==> config.mk <==
export PLATFORM = sky130hd
export DESIGN_NAME = dpf_geom
export DESIGN_NICKNAME = d
export VERILOG_FILES = /design/src/rtl/dpf_pkg.sv /design/src/rtl/dpf_geom.sv
export SDC_FILE = /design/constraint.sdc
export NUM_CORES = 1
export LEC_CHECK = 0
export BUFFER_PORTS_ARGS = -buffer_cell sky130_fd_sc_hd__buf_4
export CORE_AREA = 8 8 91 93
export DETAILED_ROUTE_END_ITERATION = 12
export DIE_AREA = 0 0 99 101
export PLACE_DENSITY = 0.87
export SETUP_SLACK_MARGIN = 0.5
export SYNTH_ARGS = -nofsm -noshare
export SYNTH_HDL_FRONTEND = slang
export SYNTH_SLANG_ARGS = --single-unit
==> constraint.sdc <==
create_clock -name vclk -period 6.47
set_clock_uncertainty 0.1 [all_clocks]
set_input_delay 1.294 -clock vclk [all_inputs]
set_output_delay 1.294 -clock vclk [all_outputs]
set_load 0.03 [all_outputs]
==> src/rtl/dpf_pkg.sv <==
// Shared types, widths and codes for the bitmap pixel fetch block.
// No dependencies; dpf_if, dpf_geom and dib_pixel_fetch_top refer to this package.
package dpf_pkg;

  localparam int unsigned IMAGE_BYTES     = 65536;
  localparam int unsigned PALETTE_ENTRIES = 256;
  localparam int unsigned MAX_DIMENSION   = 4096;

  localparam int unsigned OP_W       = 2;
  localparam int unsigned BADDR_W    = 16;
  localparam int unsigned BYTE_W     = 8;
  localparam int unsigned PIDX_W     = 8;
  localparam int unsigned COLOR_W    = 24;
  localparam int unsigned COORD_W    = 12;
  localparam int unsigned BPP_W      = 6;
  localparam int unsigned DIM_W      = 13;
  localparam int unsigned BASE_W     = 16;
  localparam int unsigned STATUS_W   = 2;
  localparam int unsigned CFG_IDX_W  = 2;
  localparam int unsigned CFG_DATA_W = 16;
  localparam int unsigned STRIDE_W   = 16;
  localparam int unsigned XOFF_W     = 16;
  localparam int unsigned ROWBITS_W  = DIM_W + 5;
  localparam int unsigned PROD_W     = DIM_W + STRIDE_W;
  localparam int unsigned ADDR_W     = 30;

  localparam logic [BPP_W-1:0] BPP_1  = 6'd1;
  localparam logic [BPP_W-1:0] BPP_4  = 6'd4;
  localparam logic [BPP_W-1:0] BPP_8  = 6'd8;
  localparam logic [BPP_W-1:0] BPP_16 = 6'd16;
  localparam logic [BPP_W-1:0] BPP_24 = 6'd24;
  localparam logic [BPP_W-1:0] BPP_32 = 6'd32;

  localparam logic [BPP_W-1:0]  RST_BPP    = 6'd8;
  localparam logic [DIM_W-1:0]  RST_WIDTH  = 13'd1;
  localparam logic [DIM_W-1:0]  RST_HEIGHT = 13'd1;
  localparam logic [BASE_W-1:0] RST_BASE   = 16'd0;

  typedef enum logic [OP_W-1:0] {
    OP_WRITE_BYTE = 2'd0,
    OP_WRITE_PAL  = 2'd1,
    OP_READ       = 2'd2
  } op_e;

  typedef enum logic [STATUS_W-1:0] {
    ST_OK      = 2'd0,
    ST_OUTSIDE = 2'd1,
    ST_DEPTH   = 2'd2,
    ST_STORE   = 2'd3
  } status_e;

  typedef enum logic [CFG_IDX_W-1:0] {
    CFG_BPP    = 2'd0,
    CFG_WIDTH  = 2'd1,
    CFG_HEIGHT = 2'd2,
    CFG_BASE   = 2'd3
  } cfg_reg_e;

  typedef enum logic [2:0] {
    S_IDLE,
    S_MUL,
    S_ADDR,
    S_CHK,
    S_RD,
    S_DECODE,
    S_PAL,
    S_DONE
  } state_e;

  typedef struct packed {
    logic [BPP_W-1:0]  bpp;
    logic [DIM_W-1:0]  width;
    logic [DIM_W-1:0]  height;
    logic [BASE_W-1:0] base;
  } cfg_t;

  typedef struct packed {
    status_e             status;
    logic [DIM_W-1:0]    row;
    logic [STRIDE_W-1:0] stride;
    logic [XOFF_W-1:0]   xoff;
    logic [2:0]          sub;
    logic [1:0]          last_byte;
    logic                palette;
  } geom_t;

endpackage

==> src/rtl/dpf_geom.sv <==
// Pixel geometry: depth check, bounds check, row stride, bottom-up row and byte offset.
// Depends on dpf_pkg.
module dpf_geom #(
  parameter int unsigned MaxDimension = dpf_pkg::MAX_DIMENSION
) (
  input  dpf_pkg::cfg_t                  cfg_i,
  input  logic [dpf_pkg::COORD_W-1:0]    x_i,
  input  logic [dpf_pkg::COORD_W-1:0]    y_i,
  output dpf_pkg::geom_t                 geom_o
);

  logic [dpf_pkg::DIM_W-1:0]     w_eff;
  logic [dpf_pkg::DIM_W-1:0]     h_eff;
  logic [dpf_pkg::ROWBITS_W-1:0] row_bits;
  logic [dpf_pkg::ROWBITS_W-1:0] row_words;
  logic [dpf_pkg::ROWBITS_W-1:0] w_ext;
  logic [dpf_pkg::XOFF_W-1:0]    x_ext;
  logic                          depth_ok;

  always_comb begin
    w_eff = cfg_i.width;
    h_eff = cfg_i.height;
    if (32'(cfg_i.width) > 32'(MaxDimension)) begin
      w_eff = dpf_pkg::DIM_W'(MaxDimension);
    end
    if (32'(cfg_i.height) > 32'(MaxDimension)) begin
      h_eff = dpf_pkg::DIM_W'(MaxDimension);
    end
    w_ext = dpf_pkg::ROWBITS_W'(w_eff);
    x_ext = dpf_pkg::XOFF_W'(x_i);

    depth_ok          = 1'b1;
    row_bits          = '0;
    geom_o.xoff       = '0;
    geom_o.last_byte  = 2'd0;
    geom_o.palette    = 1'b1;
    case (cfg_i.bpp)
      dpf_pkg::BPP_1: begin
        row_bits    = w_ext;
        geom_o.xoff = x_ext >> 3;
      end
      dpf_pkg::BPP_4: begin
        row_bits    = w_ext << 2;
        geom_o.xoff = x_ext >> 1;
      end
      dpf_pkg::BPP_8: begin
        row_bits    = w_ext << 3;
        geom_o.xoff = x_ext;
      end
      dpf_pkg::BPP_16: begin
        row_bits         = w_ext << 4;
        geom_o.xoff      = x_ext << 1;
        geom_o.last_byte = 2'd1;
        geom_o.palette   = 1'b0;
      end
      dpf_pkg::BPP_24: begin
        row_bits         = (w_ext << 4) + (w_ext << 3);
        geom_o.xoff      = (x_ext << 1) + x_ext;
        geom_o.last_byte = 2'd2;
        geom_o.palette   = 1'b0;
      end
      dpf_pkg::BPP_32: begin
        row_bits         = w_ext << 5;
        geom_o.xoff      = x_ext << 2;
        geom_o.last_byte = 2'd2;
        geom_o.palette   = 1'b0;
      end
      default: begin
        depth_ok = 1'b0;
      end
    endcase

    row_words     = (row_bits + dpf_pkg::ROWBITS_W'(31)) >> 5;
    geom_o.stride = dpf_pkg::STRIDE_W'(row_words) << 2;
    geom_o.row    = h_eff - dpf_pkg::DIM_W'(1) - dpf_pkg::DIM_W'(y_i);
    geom_o.sub    = x_i[2:0];

    if (!depth_ok) begin
      geom_o.status = dpf_pkg::ST_DEPTH;
    end else if ((dpf_pkg::DIM_W'(x_i) >= w_eff) || (dpf_pkg::DIM_W'(y_i) >= h_eff)) begin
      geom_o.status = dpf_pkg::ST_OUTSIDE;
    end else begin
      geom_o.status = dpf_pkg::ST_OK;
    end
  end

endmodule

==> metrics.md <==
| Metric | Value |
|---|---|
| Slew margin rel. | between 50% and 60% |
| Min Clock Period, post-route | 5.75 ns |
| First-pass DRT Iterations | 7 |
| # hold bufs at CTS | 0 |
| Synth top area share | 20.8% |
| Mapped Avg Cell Area | just over 7 um^2 |
| Internal power | approximately 0.00014 W |
| Number of antenna diodes | 0 |
| Fillers | about 640 |
| Final global-route overflow total | 0 |
| Mapped Cells | 510 |
| Setup CP Type | in2out |
| Sequential element share of the synthesized area | 0% |
| Cells taking the most area after synthesis | ha_1, xnor2_1, a21oi_1, nand2b_1, inv_1 |
| Layout area overhead | 24.3% |
| All-Layer GR Usage | 21.7% |
| Sequential share of power | 0% |
| Tcrit/Tclk final | 88.8% |
| Clock power frac | 0% |
| CP startpoint | cfg_i[41] |
| Clk_buf instances | 0 |
| Leakage | 2.18 nW |
| Distinct cells, synth | between 60 and 70 |
| Worst-margin pin slew | between 0.6 and 0.7 ns |
| Outcome | finished, final reports clean |
| Std cell rows | 31 |
| Worst setup SP type | primary input |
| Post-layout nets | 739 |
| 1st-iter DRT viols | 340 |
| Routed Antenna Nets | 0 |
| Peak VDD IR | roughly 0.000041 V |
| RSZ-0062 raised after global routing | true |
| Gate power share | 100.0% |
| Initial Util | 52.0% |
| Crit-path max FO | 25 |
| Die extent in x | approximately 99 um |
| Synth area leader | ha_1 |
| Setup TNS | 0 ns |
| First-pass GRT wire length | 18700 um |
| Final Util | 64.6% |
| Vias in the first global route | ~3900 |
| HP Class | in2out |
| Switching part of the total | 58.6% |
| FFs & Latches | 0 |
| Final wirelength | 11700 um |
| Maximum clock frequency | around 170 MHz |
| DRC errors left | 0 |
| Req. time, crit path | between 5 and 6 ns |
| Setup crit end kind | primary output |
| FF/Latch Area | 0 um^2 |
| Antenna violations before repair | 0 |
| Die footprint | 10000 um^2 |
| Crit path to | geom_o[34] |
| Net switching power of the design | slightly below 0.0002 W |
| Max cap viols | 0 |
| Largest net degree at the start of global routing | 26 |
| Data arrival time of the worst path | approximately 4.4 ns |
| Vias per inst | 6.27 |
| Global placement routability congestion | 0.927 |
| Layout cell share with drive strength beyond 1 | about 22% |
| Syn. warnings | 0 |
| Vias post-DR | 4290 |
| WL/cell | 17.2 um |
| Max Slew Vio Count | 0 |
| Final Hold Viols | 0 |
| Core area | about 6900 um^2 |
| # IOs | 125 |
| Synth Cell Area | 3610 um^2 |
| IO buf count | between 100 and 150 |
| Die Ht | 101 um |
| Pwr/cell area | 73.6 nW/um^2 |
| Final Setup Violations | 0 |
| HPWL Detailed | 9630 um |
==> synthesized netlist by cell type (3+ instances only) <==
master	number
a211oi_1	8
a21o_1	11
a21oi_1	36
a221oi_1	4
a222oi_1	6
a22o_1	6
a22oi_1	18
a31oi_1	4
a41oi_1	3
and2_1	6
and3_1	3
and4_1	3
buf_4	8
clkbuf_1	16
fa_1	3
ha_1	60
inv_1	41
nand2_1	26
nand2b_1	25
nand3_1	18
nor2_1	24
nor2b_1	16
nor3_1	17
nor4_1	3
o211ai_1	10
o21a_1	9
o21ai_0	19
o221ai_1	4
o22ai_1	10
o31ai_1	3
or2_2	4
or3_1	5
xnor2_1	24
xor2_1	14
==> power groups by stage <==
stage | registers, W | clock network, W | logic (W)
after floorplan | 0 | 0 | 0.000217
after global placement | 0 | 0 | 0.000316
after detailed placement | 0 | 0 | 0.000324
after CTS | 0 | 0 | 0.000326
after global routing | 0 | 0 | 0.000359
final | 0 | 0 | 0.000330
==> how the worst min path moves through the flow <==
stage                start         to  depth (start not counted)  slack [ns]
CTS                 x_i[0]  geom_o[3]                          2        2.77
global placement    x_i[0]  geom_o[3]                          2        2.76
global route        x_i[0]  geom_o[3]                          2        2.78
floorplan           x_i[0]  geom_o[3]                          1        2.62
finish              x_i[0]  geom_o[3]                          2        2.76
detailed placement  x_i[0]  geom_o[3]                          2        2.77
==> kinds of logic (layout without fill, tap and decap cells) <==
group	after synthesis	count (layout)	share of synthesized area, %
buffers and inverters	67	155	7.84
adders and majority gates	63	63	22.5
xor gates and xnor gates	38	38	9.22
muxes	1	1	0.277
other	1	5	0.104
and+or+nand+nor	171	171	27.6
AOI/OAI and AO/OA	169	169	32.5
==> routing by layer <==
metal	track usage [%]	vias up	share of wire [%]
met5	0	-	0
met2	39.3	224	48
li1	-	2083	-
met4	2.01	0	1.0
met3	2.14	14	8.0
met1	27.7	1969	43
==> cells in the final DEF (no fill, tap or decap), types with 4 or more instances in the layout <==
cell type  instances
or3_1              5
or2_2              4
nand3_1           18
a31oi_1            4
nor2_1            24
a21o_1            11
a21oi_1           36
o221ai_1           4
nand2_1           26
xor2_1            14
a211oi_1           6
nand2b_1          24
and2_1             6
ha_1              60
o211ai_1          10
nor3_1            16
a22o_1             6
inv_1             41
o21ai_0           19
o21a_1             9
a22oi_1           18
a222oi_1           6
nor2b_1           16
conb_1             5
o22ai_1            9
buf_4            113
xnor2_1           24
==> area by class of cell <==
class | instances | area [um^2] | share of cell area [%]
multi-input combinational | 447 | 3380 | 75.3
timing repair buffer | 113 | 848 | 18.9
inverter | 42 | 158 | 3.51
tap | 82 | 103 | 2.29
==> metrics by stage <==
| stage | power [W] | cells | setup slack, ns | cell area, um^2 | hold WS, ns |
|---|---|---|---|---|---|
| 3_5_place_dp | 0.000324 | 682 | 0.351 | 4430 | 2.77 |
| 5_1_grt | 0.000359 | 684 | 0.491 | 4490 | 2.78 |
| 3_3_place_gp | 0.000316 | 682 | 0.361 | 4430 | 2.76 |
| 2_1_floorplan | 0.000217 | 514 | 0.662 | 3620 | 2.62 |
| 4_1_cts | 0.000326 | 683 | 0.540 | 4450 | 2.77 |
| 6_report | 0.000330 | 684 | 0.725 | 4490 | 2.76 |
==> timing repair <==
action | CTS | global route
endpoints found under the setup margin | 4 | 6
resized for setup | 2 | 6
gates cloned | 0 | 0
setup buffers | 1 | 1
pin swaps | 1 | 2
==> worst max-delay path, cell delays in order <==
cell and delay (ns):
buf_4 0.23, nand2b_2 0.23, inv_1 0.10, ha_1 0.23
fa_1 0.43, a211oi_2 0.30, nor2_1 0.11, o31ai_1 0.25
xor2_1 0.12, o22ai_2 0.26, nand4b_4 0.16, nor4_2 0.27
xnor2_1 0.16, buf_4 0.19
Note: power is estimated with default switching activity, not from simulation.
